File: src/fctc_pkg.sv
// ----------------------------------------------------------------------------
// fctc_pkg: shared types and constants of the frequency calibration block
// item layouts, register map, controller states and control bundles
// ----------------------------------------------------------------------------
`default_nettype none

package fctc_pkg;

   // table depth used when the top level is not told otherwise
   localparam int DEPTH_DEFAULT = 1024;

   localparam int FREQ_W = 16;
   localparam logic [FREQ_W-1:0] RESET_MHZ = 16'd1000;

   // register interface
   localparam int CSR_ADDR_W = 4;
   localparam int CSR_DATA_W = 32;
   localparam logic [1:0] REG_ENTRY_COUNT = 2'd0;
   localparam logic [1:0] REG_VAR_SHIFT   = 2'd1;
   localparam logic [1:0] REG_SLOPE_SHIFT = 2'd2;

   // item kinds
   localparam logic [1:0] KIND_LOAD = 2'd0;
   localparam logic [1:0] KIND_SET  = 2'd1;
   localparam logic [1:0] KIND_READ = 2'd2;

   typedef struct packed {
      logic [1:0]         kind;
      logic [9:0]         entry_index;
      logic [FREQ_W-1:0]  freq_mhz;
      logic signed [31:0] slope_value;
      logic signed [31:0] offset_value;
      logic signed [31:0] reading;
   } req_type;

   typedef struct packed {
      logic signed [31:0] value;
      logic [FREQ_W-1:0]  current_mhz;
      logic               table_empty;
   } rsp_type;

   typedef struct packed {
      logic [10:0] entry_count;
      logic [3:0]  var_shift;
      logic [3:0]  slope_shift;
   } cfg_type;

   typedef struct packed {
      logic [FREQ_W-1:0] freq;
      logic [31:0]       slope;
      logic [31:0]       offset;
   } entry_type;

   typedef enum logic [2:0] {
      ST_IDLE,
      ST_PROBE,
      ST_COMPARE,
      ST_PRODUCT,
      ST_FINISH
   } state_type;

   typedef struct packed {
      logic accept;
      logic search_init;
      logic probe;
      logic step;
      logic fetch;
      logic product;
      logic finish;
      logic load_out;
   } cmd_type;

   typedef struct packed {
      logic go_search;
      logic more;
      logic hit;
   } status_type;

endpackage

`default_nettype wire

File: src/fctc_csr.sv
// ----------------------------------------------------------------------------
// fctc_csr: configuration registers
// apb-style write and read of entry count and the two shift amounts
// ----------------------------------------------------------------------------
`default_nettype none

module fctc_csr (
   input  wire logic                                 clock,
   input  wire logic                                 reset,
   input  wire logic                                 psel,
   input  wire logic                                 penable,
   input  wire logic                                 pwrite,
   input  wire logic [fctc_pkg::CSR_ADDR_W-1:0]      paddr,
   input  wire logic [fctc_pkg::CSR_DATA_W-1:0]      pwdata,
   output logic      [fctc_pkg::CSR_DATA_W-1:0]      prdata,
   output logic                                      pready,
   output fctc_pkg::cfg_type                         cfg
);

   logic [10:0] entry_count_ff, entry_count_in;
   logic [3:0]  var_shift_ff, var_shift_in;
   logic [3:0]  slope_shift_ff, slope_shift_in;
   logic        wr_en;
   logic [1:0]  reg_sel;

   assign pready  = 1'b1;
   assign wr_en   = psel && penable && pwrite;
   assign reg_sel = paddr[3:2];

   always_comb begin
      entry_count_in = entry_count_ff;
      var_shift_in   = var_shift_ff;
      slope_shift_in = slope_shift_ff;
      prdata         = '0;
      unique case (reg_sel)
         fctc_pkg::REG_ENTRY_COUNT: begin
            prdata = {21'b0, entry_count_ff};
            if (wr_en) entry_count_in = pwdata[10:0];
         end
         fctc_pkg::REG_VAR_SHIFT: begin
            prdata = {28'b0, var_shift_ff};
            if (wr_en) var_shift_in = pwdata[3:0];
         end
         fctc_pkg::REG_SLOPE_SHIFT: begin
            prdata = {28'b0, slope_shift_ff};
            if (wr_en) slope_shift_in = pwdata[3:0];
         end
         default: begin
            prdata = '0;
         end
      endcase
   end

   always_ff @(posedge clock) begin
      if (reset) begin
         entry_count_ff <= '0;
         var_shift_ff   <= '0;
         slope_shift_ff <= '0;
      end else begin
         entry_count_ff <= entry_count_in;
         var_shift_ff   <= var_shift_in;
         slope_shift_ff <= slope_shift_in;
      end
   end

   assign cfg.entry_count = entry_count_ff;
   assign cfg.var_shift   = var_shift_ff;
   assign cfg.slope_shift = slope_shift_ff;

endmodule

`default_nettype wire

File: config.mk
export PLATFORM = sky130hd
export DESIGN_NAME = fctc_csr
export DESIGN_NICKNAME = d
export VERILOG_FILES = /design/src/fctc_pkg.sv /design/src/fctc_csr.sv
export SDC_FILE = /design/constraint.sdc
export NUM_CORES = 1
export LEC_CHECK = 0
export BUFFER_PORTS_ARGS = -buffer_cell sky130_fd_sc_hd__buf_2
export CAP_MARGIN = 30
export CORE_MARGIN = 8
export CORE_UTILIZATION = 42
export DETAILED_ROUTE_END_ITERATION = 10
export PLACE_DENSITY = 0.95
export SLEW_MARGIN = 20
export SYNTH_ARGS = -nofsm -noshare
export SYNTH_HDL_FRONTEND = slang
export SYNTH_SLANG_ARGS = --single-unit
File: constraint.sdc
create_clock -name clock -period 1.3 [get_ports clock]
set_input_delay 0.065 -clock clock [delete_from_list [all_inputs] [get_ports clock]]
set_output_delay 0.065 -clock clock [all_outputs]
set_load 0.01 [all_outputs]
; ---- Word level (Yosys, flattened, before mapping)
; Cells that the tools add are included.
; W data, S select, Z words.
[word_totals]
elab_cells = 12
inputBits = 41
output_inout_bits = 52
register_bits = 19
[op_classes]
eq_ne = 2
n_mux = 1
reduce_logical = 6
[op_table]
columns = operator, count
row1 = $pmux W11 S3, 1
row2 = $reduce_and A2 Y1, 3
row3 = $eq A2 B1 Y1 const B, 1
row4 = $eq A2 B2 Y1 const B, 1
row5 = $logic_and A1 B1 Y1, 2
row6 = $logic_not A2 Y1, 1

; ---- Longest topological paths before layout
[depth]
ltp_word = 3
depth_mapped = 5
ltp_nobuf = 3

; ---- Worst setup path after synthesis
; No wires, ideal clock.
[synth_timing]
path_type = input -> register
start = input pwrite
end = register entry_count_ff[0]
required_ps = 1180
cell_stages = 5
arrival_time_ps = 717
path_buffers = 2
slack_ps = 463
setup_time_ps = 120
path_cell_list = and3_4 buf_6 and2_4 buf_6 mux2i_1
[synth_between]
elab_chain_cells = 2
[synth_rtl]
columns = item, line_no
row1 = start: declaration, fctc_csr.sv:12  ; input wire logic pwrite,
row2 = $logic_and A1 B1 Y1, fctc_csr.sv:27  ; assign wr_en = psel && penable && pwrite;
row3 = $reduce_and A2 Y1 (no source line), n/a
row4 = end signal: assignment, fctc_csr.sv:60  ; entry_count_ff <= entry_count_in;
row5 = end: declaration, fctc_csr.sv:20  ; logic [10:0] entry_count_ff, entry_count_in;
; No other way between the ends.
; A chain may end at the register's enable or synchronous reset.

; ---- Final worst setup path
[layout_timing]
start = register slope_shift_ff[3]
end = output prdata[3] (netlist bit)
[layout_between]
elab_chain_cells = 1
[layout_rtl]
columns = item, line_no
row1 = start: declaration, fctc_csr.sv:22  ; logic [3:0] slope_shift_ff, slope_shift_in;
row2 = start signal: assignment, fctc_csr.sv:62  ; slope_shift_ff <= slope_shift_in;
row3 = $pmux W11 S3, fctc_csr.sv:35  ; unique case (reg_sel)
row4 = end: declaration, fctc_csr.sv:15  ; output logic [fctc_pkg::CSR_DATA_W-1:0] prdata,
; No other way between the ends.

==> results_tabular.tex <==
\begin{tabular}{lr}
\hline
Metric & Value \\
\hline
\multicolumn{2}{l}{\textbf{Worst hold path}} \\
Start point of the worst hold path & pwdata[9] \\
Worst hold path depth & 3 \\
End of the worst hold path & entry\_count\_ff[9] \\
Min-Delay Path Class & in -> reg \\
\multicolumn{2}{l}{\textbf{Synth}} \\
Fraction of registers with async set/reset & 0\% \\
Fraction of synthesized cell area taken by the top area cell type & 32.8\% \\
Netlist Area Pre-Place & 1160 µm² \\
Main area contributors after synthesis & dfxtp\_1 33\%, buf\_4 14\%, mux2i\_1 14\%, nand2b\_1 12\%, nand4b\_1 5.3\% \\
Distinct cell type count after synthesis & 18 \\
Top cell type by total area after synthesis & dfxtp\_1 \\
Commonest register cell after synthesis & dfxtp\_1 \\
Warnings from Yosys & 0 \\
Number of synthesized register bits & 19 \\
Cells after synthesis & 126 \\
Post-synthesis area per instance & 9.20 µm² \\
Number of synthesized flops with an enable pin & 0 \\
Post-synthesis sequential area ratio & 32.8\% \\
\multicolumn{2}{l}{\textbf{STA}} \\
Peak clock frequency supported by timing & 0.907 GHz \\
Setup skew after layout & 0 ps \\
Slew Viols, Final & 0 \\
Post-route minimum period & 1100 ps \\
Final setup viols & 0 \\
Final-layout setup total negative slack & 0 ps \\
Total count of hold-check failures in the final report & 0 \\
Share of the clock period used by the worst path after layout & 84.8\% \\
Setup ws final & 197 ps \\
Unrepaired setup endpoints after global routing & false \\
\multicolumn{2}{l}{\textbf{Detailed routing}} \\
Final routed DRC violation total & 0 \\
Drt pass-1 iters & 4 \\
Average vias per placed instance & 4.56 \\
DRC marker count from the first detailed-route iteration & 16 \\
Post-route ant nets & 0 \\
Routed length per placed instance & 13.2 µm \\
Routed via count & 907 \\
Final wirelength & 2620 µm \\
\multicolumn{2}{l}{\textbf{CTS}} \\
Clock buffers created by TritonCTS & 3 \\
Clock-pin slew of the registers on the worst-case setup and hold paths & 110 ps \\
Clk Latency, worst-skew pair & 280 ps \\
Number of instances resized during post-cts repair & 0 \\
CTS tree & built \\
Root buffer cell & clkbuf\_4 \\
Number of post-CTS setup repair buffers & 0 \\
Hold bufs inserted after CTS & 0 \\
Number of sinks driven by the clock tree & 19 \\
Maximum level of the CTS H-tree & 1 \\
Worst-case clock buffer depth & 2 \\
\multicolumn{2}{l}{\textbf{Finish}} \\
Layout Nets & 210 \\
Number of standard cells in the final layout excluding fillers & 199 \\
Fraction of the core area covered by cells at the end of the flow & 49.0\% \\
Number of fill cells in the layout & 291 \\
Diode insertion count for antenna repair & 0 \\
Area of the multi-input gates & 628 µm² \\
Ratio of cells with drive above 1 in the final layout & 33.9\% \\
Layout overhead on the synthesized area & 13.7\% \\
Area taken by flip-flops and latches & 380 µm² \\
\multicolumn{2}{l}{\textbf{Setup path}} \\
Critical path data arrival time & 1040 ps \\
Max FO, Critical Path & 3 \\
Endpoint type of the worst setup path & output pin \\
Setup slack of the worst register-to-register path & 670 ps \\
Worst r2r src & entry\_count\_ff[3] \\
Reg-to-Reg End & entry\_count\_ff[3] \\
Nature of the critical path startpoint & flip-flop \\
Worst Reg-to-Reg Cells & 2 \\
Critical path class & reg -> out \\
Data required time of the worst path & 1240 ps \\
\multicolumn{2}{l}{\textbf{Status}} \\
Result of the run & complete, no violations \\
\multicolumn{2}{l}{\textbf{Die}} \\
Number of cell rows & 19 \\
IO Count & 93 \\
Horiz. Die Dim & 68.5 µm \\
Starting density of the core & 43.1\% \\
Die footprint & 4690 µm² \\
Die Y & 68.5 µm \\
Core region area & 2690 µm² \\
\multicolumn{2}{l}{\textbf{Placement}} \\
\# port buffers & 47 \\
Placer Congestion & 0.743 \\
Cell count after placement & 195 \\
Pre-CTS worst setup slack & 272 ps \\
Detailed placer's ending HPWL & 2120 µm \\
\multicolumn{2}{l}{\textbf{Pwr}} \\
Leak pwr & 0.000691 µW \\
Maximum ir drop on the vdd rail & 0.466 mV \\
P per Cell Area & 783 nW/µm² \\
Overall power consumption & 1030 µW \\
\multicolumn{2}{l}{\textbf{Global route}} \\
Total congestion overflow & 0 \\
First-pass GRT wire length & 4080 µm \\
Initial antenna violation count & 0 \\
Pin count of the biggest net entering global routing & 31 \\
Overall routing resource usage & 11.0\% \\
Vias in the first global route & 923 \\
\multicolumn{2}{l}{\textbf{Job}} \\
Number of violations of the max-capacitance limit & 0 \\
\hline
\end{tabular}
[cell families (layout without fill, tap and decap cells)]
group / Yosys count / after routing / share of synthesized area (%)
buffers and inverters: 30 / 52 / 19.4
AND/OR/NAND/NOR: 48 / 48 / 28.5
multiplexers: 16 / 16 / 13.8
AO/OA/AOI/OAI: 11 / 11 / 4.75
other: 2 / 22 / 0.648
flip-flops: 19 / 19 / 32.8
[metrics by stage]
stage	hold WS (ps)	instance area (µm²)
2_1_floorplan	231	1230
3_3_place_gp	332	1290
3_5_place_dp	341	1290
4_1_cts	27.8	1320
5_1_grt	35.5	1320
6_report	38.2	1320
[report_power, final]
group | internal [µW] | total (µW) | switching (µW)
Combinational | 58.3 | 147 | 89.1
Clock | 114 | 289 | 175
Sequential | 589 | 595 | 5.31
Total | 762 | 1030 | 269
[cell type report]
class / count / share of cell area [%]
clock buffers: 3 / 1.71
flip-flops and latches: 19 / 28.9
multi-input cells: 97 / 47.7
clock inverters: 1 / 0.380
repair buffers: 48 / 18.4
well taps: 31 / 2.94
[Yosys cell counts (2+ instances only)]
master / number
nand2b_1: 23
buf_4: 22
dfxtp_1: 19
mux2i_1: 16
and2_1: 8
nand4b_1: 7
o21ai_1: 7
nand2_1: 5
buf_6: 4
o21ai_0: 4
clkbuf_1: 3
conb_1: 2
[sequential cells by signal, indices dropped and copies added (netlist names)]
register and flops:
entry_count_ff 11, var_shift_ff 4, slope_shift_ff 4
[worst max-delay path, cell delays in order (launching register included)]
cell	delay (ps)
dfxtp_1	380
mux2i_1	90
o21ai_0	140
buf_2	150
[worst max-delay path by stage]
stage / cells past startpoint / startpoint / end
floorplan: 5 / pwrite / entry_count_ff[0]
CTS: 3 / slope_shift_ff[0] / prdata[0]
finish: 3 / slope_shift_ff[3] / prdata[3]
global route: 3 / slope_shift_ff[3] / prdata[3]
detailed placement: 4 / paddr[2] / var_shift_ff[3]
global placement: 4 / paddr[2] / var_shift_ff[1]
[placed cells by master, fill, tap and decap left out]
master,n
buf_2,47
nand2b_1,23
conb_1,22
dfxtp_1,19
mux2i_1,16
and2_1,8
nand4b_1,7
o21ai_1,7
nand2_1,5
o21ai_0,4
clkbuf_4,3
nor2b_4,1
nor2_4,1
and3_4,1
and2_4,1
nand3b_2,1
clkinv_2,1
buf_4,1
[metal layers]
| metal | up-vias | track usage [%] | wire [µm] |
|---|---|---|---|
| li1 | 453 | - | - |
| met1 | 419 | 11.3 | 995 |
| met2 | 33 | 20.3 | 1340 |
| met3 | 2 | 2.91 | 250 |
| met4 | 0 | 4.86 | 33 |
| met5 | - | 0 | 0 |
No activity file was read; power rests on OpenSTA's default activity.
