`src/fctc_pkg.sv`:
```
// ----------------------------------------------------------------------------
// fctc_pkg: shared types and constants of the frequency calibration block
// item layouts, register map, controller states and control bundles
// ----------------------------------------------------------------------------
`default_nettype none

package fctc_pkg;

   // table depth used when the top level is not told otherwise
   localparam int DEPTH_DEFAULT = 1024;

   localparam int FREQ_W = 16;
   localparam logic [FREQ_W-1:0] RESET_MHZ = 16'd1000;

   // register interface
   localparam int CSR_ADDR_W = 4;
   localparam int CSR_DATA_W = 32;
   localparam logic [1:0] REG_ENTRY_COUNT = 2'd0;
   localparam logic [1:0] REG_VAR_SHIFT   = 2'd1;
   localparam logic [1:0] REG_SLOPE_SHIFT = 2'd2;

   // item kinds
   localparam logic [1:0] KIND_LOAD = 2'd0;
   localparam logic [1:0] KIND_SET  = 2'd1;
   localparam logic [1:0] KIND_READ = 2'd2;

   typedef struct packed {
      logic [1:0]         kind;
      logic [9:0]         entry_index;
      logic [FREQ_W-1:0]  freq_mhz;
      logic signed [31:0] slope_value;
      logic signed [31:0] offset_value;
      logic signed [31:0] reading;
   } req_type;

   typedef struct packed {
      logic signed [31:0] value;
      logic [FREQ_W-1:0]  current_mhz;
      logic               table_empty;
   } rsp_type;

   typedef struct packed {
      logic [10:0] entry_count;
      logic [3:0]  var_shift;
      logic [3:0]  slope_shift;
   } cfg_type;

   typedef struct packed {
      logic [FREQ_W-1:0] freq;
      logic [31:0]       slope;
      logic [31:0]       offset;
   } entry_type;

   typedef enum logic [2:0] {
      ST_IDLE,
      ST_PROBE,
      ST_COMPARE,
      ST_PRODUCT,
      ST_FINISH
   } state_type;

   typedef struct packed {
      logic accept;
      logic search_init;
      logic probe;
      logic step;
      logic fetch;
      logic product;
      logic finish;
      logic load_out;
   } cmd_type;

   typedef struct packed {
      logic go_search;
      logic more;
      logic hit;
   } status_type;

endpackage

`default_nettype wire

```
`src/fctc_ctrl.sv`:
```
// ----------------------------------------------------------------------------
// fctc_ctrl: controller of the calibration block
// handshakes, search sequencing and result slot ownership
// ----------------------------------------------------------------------------
`default_nettype none

module fctc_ctrl (
   input  wire logic                 clock,
   input  wire logic                 reset,
   input  wire logic                 req_valid,
   output logic                      req_ready,
   output logic                      rsp_valid,
   input  wire logic                 rsp_ready,
   input  wire fctc_pkg::status_type status,
   output fctc_pkg::cmd_type         cmd
);

   fctc_pkg::state_type state_ff, state_in;
   logic rsp_valid_ff, rsp_valid_in;
   logic out_free;

   assign out_free = !rsp_valid_ff || rsp_ready;

   always_ff @(posedge clock) begin
      if (reset) begin
         state_ff     <= fctc_pkg::ST_IDLE;
         rsp_valid_ff <= 1'b0;
      end else begin
         state_ff     <= state_in;
         rsp_valid_ff <= rsp_valid_in;
      end
   end

   always_comb begin
      state_in  = state_ff;
      cmd       = '0;
      req_ready = 1'b0;
      unique case (state_ff)
         fctc_pkg::ST_IDLE: begin
            req_ready = out_free;
            if (req_valid && out_free) begin
               cmd.accept = 1'b1;
               if (status.go_search) begin
                  cmd.search_init = 1'b1;
                  state_in        = fctc_pkg::ST_PROBE;
               end else begin
                  cmd.load_out = 1'b1;
               end
            end
         end
         fctc_pkg::ST_PROBE: begin
            if (status.more) begin
               cmd.probe = 1'b1;
               state_in  = fctc_pkg::ST_COMPARE;
            end else begin
               cmd.fetch = 1'b1;
               state_in  = fctc_pkg::ST_PRODUCT;
            end
         end
         fctc_pkg::ST_COMPARE: begin
            if (status.hit) begin
               cmd.fetch = 1'b1;
               state_in  = fctc_pkg::ST_PRODUCT;
            end else begin
               cmd.step = 1'b1;
               state_in = fctc_pkg::ST_PROBE;
            end
         end
         fctc_pkg::ST_PRODUCT: begin
            cmd.product = 1'b1;
            state_in    = fctc_pkg::ST_FINISH;
         end
         fctc_pkg::ST_FINISH: begin
            if (out_free) begin
               cmd.finish   = 1'b1;
               cmd.load_out = 1'b1;
               state_in     = fctc_pkg::ST_IDLE;
            end
         end
         default: begin
            state_in = fctc_pkg::ST_IDLE;
         end
      endcase
   end

   assign rsp_valid_in = (rsp_valid_ff && !rsp_ready) || cmd.load_out;
   assign rsp_valid    = rsp_valid_ff;

`ifndef SYNTHESIS
   a_ready_only_idle: assert property (@(posedge clock) disable iff (reset)
      (state_ff != fctc_pkg::ST_IDLE) |-> !req_ready)
      else $error("input taken while a search is in progress");

   a_compare_after_probe: assert property (@(posedge clock) disable iff (reset)
      (state_ff == fctc_pkg::ST_COMPARE) |-> ($past(state_ff) == fctc_pkg::ST_PROBE))
      else $error("compare without a table read in flight");

   a_product_after_read: assert property (@(posedge clock) disable iff (reset)
      (state_ff == fctc_pkg::ST_PRODUCT) |->
         ($past(state_ff) == fctc_pkg::ST_PROBE || $past(state_ff) == fctc_pkg::ST_COMPARE))
      else $error("product without an entry fetch");

   a_finish_delivers: assert property (@(posedge clock) disable iff (reset)
      (state_ff == fctc_pkg::ST_FINISH && out_free) |=>
         (state_ff == fctc_pkg::ST_IDLE && rsp_valid_ff))
      else $error("set result not posted at finish");
`endif

endmodule

`default_nettype wire
```
`config.mk`:
```
export PLATFORM = sky130hd
export DESIGN_NAME = fctc_ctrl
export DESIGN_NICKNAME = d
export VERILOG_FILES = /design/src/fctc_pkg.sv /design/src/fctc_ctrl.sv
export SDC_FILE = /design/constraint.sdc
export NUM_CORES = 1
export LEC_CHECK = 0
export BUFFER_PORTS_ARGS = -buffer_cell sky130_fd_sc_hd__buf_4
export CAP_MARGIN = 15
export CORE_AREA = 3 3 40 42
export CTS_BUF_LIST = sky130_fd_sc_hd__clkbuf_4 sky130_fd_sc_hd__clkbuf_8 sky130_fd_sc_hd__clkbuf_16
export CTS_CLUSTER_SIZE = 16
export DETAILED_ROUTE_END_ITERATION = 16
export DIE_AREA = 0 0 43 45
export HOLD_SLACK_MARGIN = 0.02
export REMOVE_ABC_BUFFERS = 1
export SYNTH_ARGS = -nofsm -noshare
export SYNTH_HDL_FRONTEND = slang
export SYNTH_SLANG_ARGS = --single-unit
```
`constraint.sdc`:
```
create_clock -name clock -period 1.6 [get_ports clock]
set_input_delay 0.48 -clock clock [delete_from_list [all_inputs] [get_ports clock]]
set_output_delay 0.48 -clock clock [all_outputs]
set_load 0.01 [all_outputs]
```
Word-level counts from Yosys, hierarchy flattened
Index checks and enable logic that the tools add are counted.
{"block": "classes", "n_eq_ne": 7, "muxes": 23, "n_reduce_logical": 8}
{"op": "one-hot mux 3 bit (5 select lines)", "count": 1}
{"op": "two-way mux 1 bit", "count": 13}
{"op": "two-way mux 3 bit", "count": 3}
{"op": "two-way mux 2 bit", "count": 4}
{"op": "equality test 3 x 2 -> 1 bit, second input constant", "count": 2}
{"op": "inequality test 2 bit, second input constant", "count": 3}
{"op": "one-hot mux 1 bit (2 select lines)", "count": 2}
{"op": "equality test 3 x 1 -> 1 bit, second input constant", "count": 1}
{"op": "equality test 3 bit, second input constant", "count": 1}
{"op": "logical NOT 3 bit", "count": 1}
{"op": "AND reduction 3 bit", "count": 1}
{"op": "logical AND 1 bit", "count": 2}
{"op": "logical NOT 1 bit", "count": 2}
{"op": "logical OR 1 bit", "count": 2}
{"block": "totals", "register_bits": 4, "input_bits": 7, "out_inout_bits": 10, "word_cells": 40}

Longest topological paths before layout
Gate-level depths: netlist (run 1).
{"block": "depth", "word_depth": 6, "depth_mapped": 3, "mapped_depth_nobuf": 3}

Worst setup path after synthesis (run 1)
Ideal clock, no wire load.
{"block": "synth_path", "path_kind": "input to output", "startpoint": "input rsp_ready", "endpoint": "output cmd[7] (netlist bit)", "arrival_ns": 0.998, "required_time_ns": 1.120, "path_slack_ns": 0.122, "cell_stages": 3, "n_path_buf": 0, "path_cell_list": "or2b_2 -> nand2_1 -> nor3b_1"}
{"item": "start, declared", "line_no": "fctc_ctrl.sv:13", "rtl": "input wire logic rsp_ready,"}
{"item": "end, declared", "line_no": "fctc_ctrl.sv:15", "rtl": "output fctc_pkg::cmd_type cmd"}

==> results.json, run 1 <==
{
  "cap_violations": 0,
  "reg2reg_slack_ps": 470,
  "hold_depth": 2,
  "yosys-top-cells-count": "dfxtp_1 (4), nor2_1 (3)",
  "crit_arrival_ps": 1190,
  "avgSynthCellArea_um2": 8.44,
  "skew_ps": 0.125,
  "worstSkewPairLatency_ps": 230,
  "max_stage_delay_ps": 340,
  "yosysMostFrequentCell": "dfxtp_1",
  "clock_path_buffers": 2,
  "irDropWorstVdd_mv": 0.239,
  "switching_share_pct": 27.1,
  "crit_type": "flop to output pin",
  "synth_cell_types": 22,
  "final_nets": 62,
  "stdcell_count": 68,
  "synthSimpleGateAreaFrac_pct": 47.4,
  "p_leak_nw": 0.226,
  "dr.pass1.iters": 4,
  "hold_viol": 0,
  "drc": 0,
  "die_y_um": 45,
  "period_needed_ps": 1670,
  "r2r_cells": 3,
  "slowest_stage": "dfxtp_2",
  "synth_area_leader_cell": "dfxtp_1",
  "p_switching_uw": 97.4,
  "grt.overflow.total": 0,
  "yosysWarnings": 0,
  "antenna_cells": 0,
  "ys.flop_type": "dfxtp_1",
  "p_per_area_nw_per_um2": 720,
  "ios": 17,
  "combinationalPowerShare_pct": 33.3,
  "layout_setup_ws_ps": -68.6,
  "setup_violations": 4,
  "crit_chain": "nand2b_4 -> or2_4 -> a21oi_2 -> buf_4",
  "drt_iter0_markers": 3,
  "synth.top_cell.area_share_pct": 30.6,
  "intPower_uw": 262,
  "cp-start-kind": "flop",
  "tightest_slew_ps": 196,
  "dp.cells": 65,
  "synth-xor-area-share_pct": 0,
  "finalPower_uw": 360,
  "grt_usage_pct": 7.91,
  "fmax_mhz": 599,
  "cts_sinks": 4,
  "cp_max_fo": 6,
  "fillers": 133,
  "syn_area_um2": 262,
  "synth_compound_area_share_pct": 20.6,
  "wirelength_um": 684,
  "r2r_start": "rsp_valid$_SDFF_PP0_",
  "avgViaCountPerCell": 4.59,
  "violations": "negative setup slack",
  "synth_top_cells_by_area": "dfxtp_1 (31%), a311oi_2 (5.7%), nor3b_1 (5.7%)",
  "drv_slew": 0,
  "drive_gt1_share_pct": 73.6,
  "placementRows": 13,
  "cts-root-buf": "clkbuf_4",
  "synth_top_family_by_area": "simple AND/OR/NAND/NOR gates",
  "yosysSeqAreaShare_pct": 30.6,
  "routedWlPerCell_um": 10.1,
  "synthAdderAreaFrac_pct": 0,
  "r2r_end": "state_ff[0]$_SDFFE_PP0P_",
  "portBuffers": 16,
  "postCtsSetupBuffers": 0,
  "vias": 312,
  "grt_max_degree": 10,
  "synth_cells": 31,
  "slew_headroom_pct": 86.9,
  "synth_edf_count": 0,
  "ys_seq_elements": 4,
  "pwr-share-seq_pct": 32.9,
  "worstPathRequired_ps": 1120,
  "synthMuxAreaShare_pct": 0,
  "core_um2": 1280,
  "antenna_found_initial": 0,
  "floorplan.die_area_um2": 1940,
  "cts_buffers": 3,
  "min_from": "reset",
  "dpl.hpwl_um": 520,
  "p_clk_share_pct": 33.8,
  "cts_tree": "done",
  "synthToLayoutAreaGrowth_pct": 90.9,
  "cts.clk_slew.worst_paths_ps": 40,
  "grt_pass1_wl_um": 1130,
  "htreeDepth": 1,
  "initial_core_util_pct": 20.4,
  "ys_async_sr_fraction_pct": 0,
  "fin_crit_sh_pct": 104,
  "fin_hold_ws_ps": 438,
  "grt_pass1_vias": 297,
  "postRouteAntennaNets": 0,
  "rsz0062_at_grt": "yes",
  "end_kind": "output pin",
  "hold_end": "rsp_valid$_SDFF_PP0_",
  "status": "complete, but fails checks",
  "regArea_um2": 85.1,
  "die_x_um": 43,
  "hold_path_class": "input pin to flop",
  "gp_congestion": 0.686,
  "multi_input_area_um2": 223
}
[critical path, delay by kind of cell (launching register included)]
kind | cells | cell delay [ps]
flops | 1 | 340
compound gates | 1 | 120
simple gates | 2 | 380
buf+inv | 1 | 130
[metal layers]
layer / up-vias / routed length [um] / GRT usage, %
li1: 161 / - / -
met4: 0 / 0 / 7.23
met2: 11 / 344 / 12.3
met3: 0 / 44 / 1.99
met5: - / 0 / 0
met1: 140 / 295 / 8.92
[cell type report]
| cell class | count | share of cell area (%) |
|---|---|---|
| multi-input combinational | 26 | 44.6 |
| clock buffer | 3 | 4.51 |
| timing repair buffer | 20 | 30.1 |
| sequential | 4 | 17.0 |
| tap | 15 | 3.76 |
[cells in the final DEF (no fill, tap or decap), drive strengths merged, types with 2 or more instances in the layout]
cell	Yosys	routed
a21oi	2	2
buf	1	20
clkbuf	0	3
dfxtp	4	4
nand2	2	2
nand2b	2	2
nor2	3	3
nor2b	2	2
nor3b	2	2
[stage by stage]
| step | instance area, um2 | utilization [%] | worst slack, ps | setup TNS, ps |
|---|---|---|---|---|
| floorplan | 258 | - | 122 | 0 |
| global route | 499 | 38.9 | -126 | -530 |
| CTS | 470 | 36.6 | -95.2 | -301 |
| global placement | 427 | 33.2 | -92.7 | -379 |
| detailed placement | 427 | 33.2 | -96.6 | -390 |
| finish | 499 | 38.9 | -68.6 | -159 |
[flip-flops by register name (all words and copies together) (netlist names)]
register / cells
state_ff: 3
rsp_valid: 1
[worst max-delay path by stage]
stage / from / end / depth (start not counted)
3_5_place_dp: rsp_ready / cmd[7] / 5
4_1_cts: state_ff[1]$_SDFFE_PP0P_ / cmd[3] / 4
5_1_grt: state_ff[1]$_SDFFE_PP0P_ / cmd[7] / 4
2_1_floorplan: rsp_ready / cmd[7] / 3
6_report: state_ff[1]$_SDFFE_PP0P_ / cmd[3] / 4
3_3_place_gp: rsp_ready / cmd[7] / 5
[what timing repair did]
action,4_1_cts,5_1_grt
endpoints found under the setup margin,7,7
hold buffers,0,0
gates resized for setup,8,7
pin swaps,0,1
endpoints found under the hold margin,0,0
[power groups by stage]
stage	sequential, mW	clock (mW)	combinational [mW]
3_3_place_gp	0.116	0	0.103
5_1_grt	0.120	0.132	0.131
6_report	0.118	0.121	0.120
2_1_floorplan	0.115	0	0.0471
3_5_place_dp	0.116	0	0.104
4_1_cts	0.117	0.128	0.110
[logic make-up after synthesis]
family	count (synthesis)
and+or+nand+nor	19
DFF	4
buffers and inverters	1
AOI/OAI and AO/OA	7
Note: power is estimated with default switching activity, not from simulation.
==> inputs of run 2 (changes only) <==
- PLACE_DENSITY: not set -> 0.47
==> run 2 against run 1 <==
Compared with the run above:
- the flow still finishes with violations (negative setup slack)
- sequential power is essentially flat
- fmax about the same
- setup slack improved by 0.60 ps
- sequential share of layout area is 1.1 points higher
- die area unchanged
- power fell by 1.1%
- non-clock buffer count down 1
- combinational power decreased by 5%
- hold slack barely moved
- critical endpoint unchanged
==> results.json, run 2 (synthesized netlist as in run 1, its figures left out) <==
{
  "status": "complete, but fails checks",
  "violations": "negative setup slack",
  "setup_violations": 5,
  "crit_chain": "nand2b_4 -> or2_4 -> a21oi_2 -> buf_4",
  "period_needed_ps": 1670,
  "drc": 0,
  "p_per_area_nw_per_um2": 738,
  "htreeDepth": 1,
  "cts-hold-fix-buffers": 0,
  "cp_max_fo": 6,
  "die_x_um": 43,
  "intPower_uw": 259,
  "fillers": 129,
  "cts_tree": "done",
  "worstSkewPairLatency_ps": 230,
  "grt_pass1_wl_um": 1030,
  "cap_violations": 0,
  "grt_max_degree": 14,
  "switching_share_pct": 27.1,
  "antenna_found_initial": 0,
  "layout_commonest_cell": "buf_4",
  "grt_usage_pct": 7.67,
  "routedWlPerCell_um": 10.4,
  "end_kind": "output pin",
  "postRouteAntennaNets": 0,
  "rsz0062_at_grt": "yes",
  "largest_reg_flops": 3,
  "dpl.hpwl_um": 522,
  "wirelength_um": 700,
  "pwr-share-seq_pct": 33.3,
  "hold_viol": 0,
  "dpl_cell_area_um2": 419,
  "worstPathRequired_ps": 1120,
  "regMostFlops": "state_ff",
  "cts_buffers": 3,
  "crit_type": "flop to output pin",
  "p_switching_uw": 96.2,
  "antenna_cells": 0,
  "hold_path_class": "input pin to flop",
  "initial_core_util_pct": 20.4,
  "die_y_um": 45,
  "dr.pass1.iters": 4,
  "portBuffers": 16,
  "final_nets": 61,
  "cts.clk_slew.worst_paths_ps": 40,
  "r2r_start": "rsp_valid$_SDFF_PP0_",
  "cp-startpoint": "state_ff[1]$_SDFFE_PP0P_",
  "cp-start-kind": "flop",
  "crit_arrival_ps": 1190,
  "grt_pass1_vias": 270,
  "synthToLayoutAreaGrowth_pct": 84.2,
  "drv_slew": 0,
  "fmax_mhz": 600,
  "core_um2": 1280,
  "slew_headroom_pct": 82.8,
  "drt_iter0_markers": 1,
  "tightest_slew_ps": 258,
  "finish.utilization_pct": 37.5,
  "postLayoutCellArea_um2": 482,
  "grt.overflow.total": 0,
  "irDropWorstVdd_mv": 0.230,
  "ios": 17,
  "layout_setup_ws_ps": -68.0,
  "p_clk_share_pct": 34.5,
  "drive_gt1_share_pct": 67.3,
  "cts_sinks": 4,
  "placementRows": 13,
  "gp_congestion": 0.665,
  "slowest_stage": "dfxtp_2",
  "p_leak_nw": 0.217,
  "min_from": "reset",
  "fin_tns_setup_ps": -217,
  "fin_crit_sh_pct": 104,
  "most-common-layout-cells": "buf_4 (19), clkbuf_4 (3), dfxtp_2 (3)",
  "max_stage_delay_ps": 340,
  "cts-root-buf": "clkbuf_4",
  "skew_ps": 2.73,
  "vias": 318,
  "clock_path_buffers": 2,
  "avgViaCountPerCell": 4.75,
  "floorplan.die_area_um2": 1940,
  "combinationalPowerShare_pct": 32.2
}
run 2: timing repair:
action                     CTS  global route
setup endpoints to repair    9             7
gates resized for setup      7             6
gates cloned                 0             0
setup buffers                0             0
run 2: layout make-up:
cell class | count | area, um2 | area share, %
clock buffer | 3 | 22.5 | 4.68
timing repair buffer | 19 | 143 | 29.6
multi-input combinational | 26 | 210 | 43.6
sequential | 4 | 87.6 | 18.2
tap | 15 | 18.8 | 3.90
run 2: critical path: cells and delay by family (launching register included):
kind,cells,cell delay (ps)
buffers and inverters,1,120
AO/OA/AOI/OAI,1,110
flip-flops,1,340
AND/OR/NAND/NOR,2,380
run 2: metal layers:
layer  up-vias  wire, um  track usage, %
met5         -         0               0
met4         0        42            12.7
met3         4        31               0
met2        11       341            10.5
met1       147       283            8.70
li1        156         -               -
run 2: worst paths after layout:
| check | end | slack, ps | depth (start not counted) |
|---|---|---|---|
| hold / removal | state_ff[0]$_SDFFE_PP0P_ | 440 | 2 |
| setup reg to reg | state_ff[0]$_SDFFE_PP0P_ | 480 | 3 |
| setup / recovery | cmd[3] | -70 | 4 |
| hold reg to reg | state_ff[1]$_SDFFE_PP0P_ | 540 | 2 |
run 2: stage by stage:
stage	worst slack, ps	hold WS [ps]	std cells	power, mW
after floorplan	122	524	30	0.162
after global placement	-128	575	64	0.221
after detailed placement	-123	576	64	0.219
after CTS	-96.2	429	67	0.354
after global routing	-120	436	67	0.373
final	-68.0	438	67	0.356
run 2: power groups by stage:
stage / Combinational, mW / Clock, mW / Sequential [mW]
after floorplan: 0.0471 / 0 / 0.115
after global placement: 0.104 / 0 / 0.117
after detailed placement: 0.103 / 0 / 0.117
final: 0.114 / 0.123 / 0.119
after global routing: 0.125 / 0.127 / 0.121
after CTS: 0.109 / 0.128 / 0.118
==> inputs of run 3 (changes only) <==
- PLACE_DENSITY: 0.47 -> 0.46
- TNS_END_PERCENT: not set -> 10
==> run 3 against run 2 <==
Compared with the run above:
- the run still ends with negative setup slack left
- sequential power about the same
- cell count up 4.5%
- non-clock buffer count up 3
- core utilization up 2.8 points
- largest power group is now combinational cells
- sequential share of layout area down 1.3 points
- count of clock-buffer cells in the layout unchanged
==> results.json, run 3 (synthesized netlist as in run 1, its figures left out) <==
{
  "status": "complete, but fails checks",
  "violations": "negative setup slack",
  "hold_viol": 0,
  "crit_chain": "nand2b_4 -> or2_4 -> a21oi_2 -> buf_4",
  "pre_cts_ws_ps": -128,
  "cts-hold-fix-buffers": 0,
  "die_y_um": 45,
  "grt_usage_pct": 7.66,
  "placementRows": 13,
  "cp_top_family": "simple AND/OR/NAND/NOR gates",
  "finalPower_uw": 371,
  "drc": 0,
  "drive_gt1_share_pct": 70.9,
  "avgViaCountPerCell": 4.44,
  "dr.pass1.iters": 2,
  "cp-start-kind": "flop",
  "worstPathRequired_ps": 1120,
  "tightest_slew_ps": 263,
  "slew_headroom_pct": 82.5,
  "final_nets": 64,
  "vias": 311,
  "grt_max_degree": 14,
  "die_x_um": 43,
  "cp_max_fo": 4,
  "path_buf_inv": 1,
  "grt_pass1_vias": 293,
  "cts.clk_slew.worst_paths_ps": 40,
  "most-common-layout-cells": "buf_4 (21), clkbuf_4 (3), dfxtp_2 (3)",
  "layout_setup_ws_ps": -81.2,
  "dp.cells": 66,
  "grt_pass1_wl_um": 1100,
  "cts_sinks": 4,
  "rsz0062_at_grt": "yes",
  "drt_iter0_markers": 3,
  "initial_core_util_pct": 20.4,
  "dpl.hpwl_um": 540,
  "slowest_stage": "dfxtp_2",
  "cts-root-buf": "clkbuf_4",
  "p_per_area_nw_per_um2": 717,
  "cts_buffers": 3,
  "irDropWorstVdd_mv": 0.330,
  "regMostFlops": "state_ff",
  "crit_type": "flop to output pin",
  "period_needed_ps": 1680,
  "gp_congestion": 0.672,
  "routedWlPerCell_um": 10.4,
  "end_kind": "output pin",
  "max_stage_delay_ps": 330,
  "grt.overflow.total": 0,
  "skew_ps": 3.17,
  "p_leak_nw": 0.235,
  "ios": 17,
  "fin_hold_ws_ps": 439,
  "wirelength_um": 726,
  "cap_violations": 0,
  "drv_slew": 0,
  "fin_tns_setup_ps": -198,
  "portBuffers": 16,
  "layout_commonest_cell": "buf_4",
  "hold_path_class": "input pin to flop",
  "setup_violations": 5,
  "antenna_found_initial": 0,
  "fmax_mhz": 595,
  "antenna_cells": 0,
  "floorplan.die_area_um2": 1940,
  "htreeDepth": 1,
  "fin_crit_sh_pct": 105,
  "largest_reg_flops": 3,
  "core_um2": 1280,
  "clock_path_buffers": 2,
  "cts_tree": "done",
  "synthToLayoutAreaGrowth_pct": 98.1,
  "stdcell_count": 70,
  "postRouteAntennaNets": 0,
  "worstSkewPairLatency_ps": 230,
  "crit_arrival_ps": 1200
}
[run 3: cell types whose count changed in the layout (fill, tap and decap cells not counted)]
cell	change
buf_6	+1
buf_4	+2
nor3_2	+1
nor2_2	-1
nor3_1	-1
nor2_4	+1
[run 3: cell type report]
cell class / instances / area, um2
clock buffers: 3 / 22.5
fillers: 141 / 767
multi-input cells: 26 / 220
flip-flops and latches: 4 / 87.6
well taps: 15 / 18.8
repair buffers: 22 / 169
[run 3: final timing paths]
check	startpoint	cells after the start	end	slack (ps)
max	state_ff[1]$_SDFFE_PP0P_	4	cmd[3]	-80
max reg2reg	state_ff[0]$_SDFFE_PP0P_	3	state_ff[0]$_SDFFE_PP0P_	380
min reg2reg	state_ff[0]$_SDFFE_PP0P_	2	state_ff[1]$_SDFFE_PP0P_	540
min	reset	2	state_ff[0]$_SDFFE_PP0P_	440
[run 3: power by group]
part | leakage [nW] | internal (mW) | total [mW] | switching, mW
clock network | 0.0138 | 0.0838 | 0.123 | 0.0388
registers | 0.0347 | 0.108 | 0.117 | 0.00955
logic | 0.187 | 0.0782 | 0.132 | 0.0533
total | 0.235 | 0.270 | 0.371 | 0.102
[run 3: what timing repair did]
item,CTS,global route
pin swaps,0,3
resized for setup,6,10
setup buffers,0,1
setup endpoints to repair,8,8
cloned,0,0
[run 3: through the flow]
step / cell area, um2 / utilization [%]
6_report: 518 / 40.3
5_1_grt: 518 / 40.3
4_1_cts: 473 / 36.8
3_5_place_dp: 434 / 33.8
3_3_place_gp: 434 / 33.8
2_1_floorplan: 258 / -
[run 3: layer usage]
metal  wire (um)  part of all wire [%]  vias up  track usage [%]
met3          57                   7.9        0            0.797
li1            -                     -      161                -
met4           0                     0        0             9.04
met2         345                    48       10             10.8
met5           0                     0        -                0
met1         323                    44      140             9.40
[run 3: worst reg2reg max path, delay by kind of cell (launching register included)]
family / cells / cell delay, ps
buf+inv: 1 / 150
simple gates: 1 / 370
compound gates: 1 / 250
flops: 1 / 360
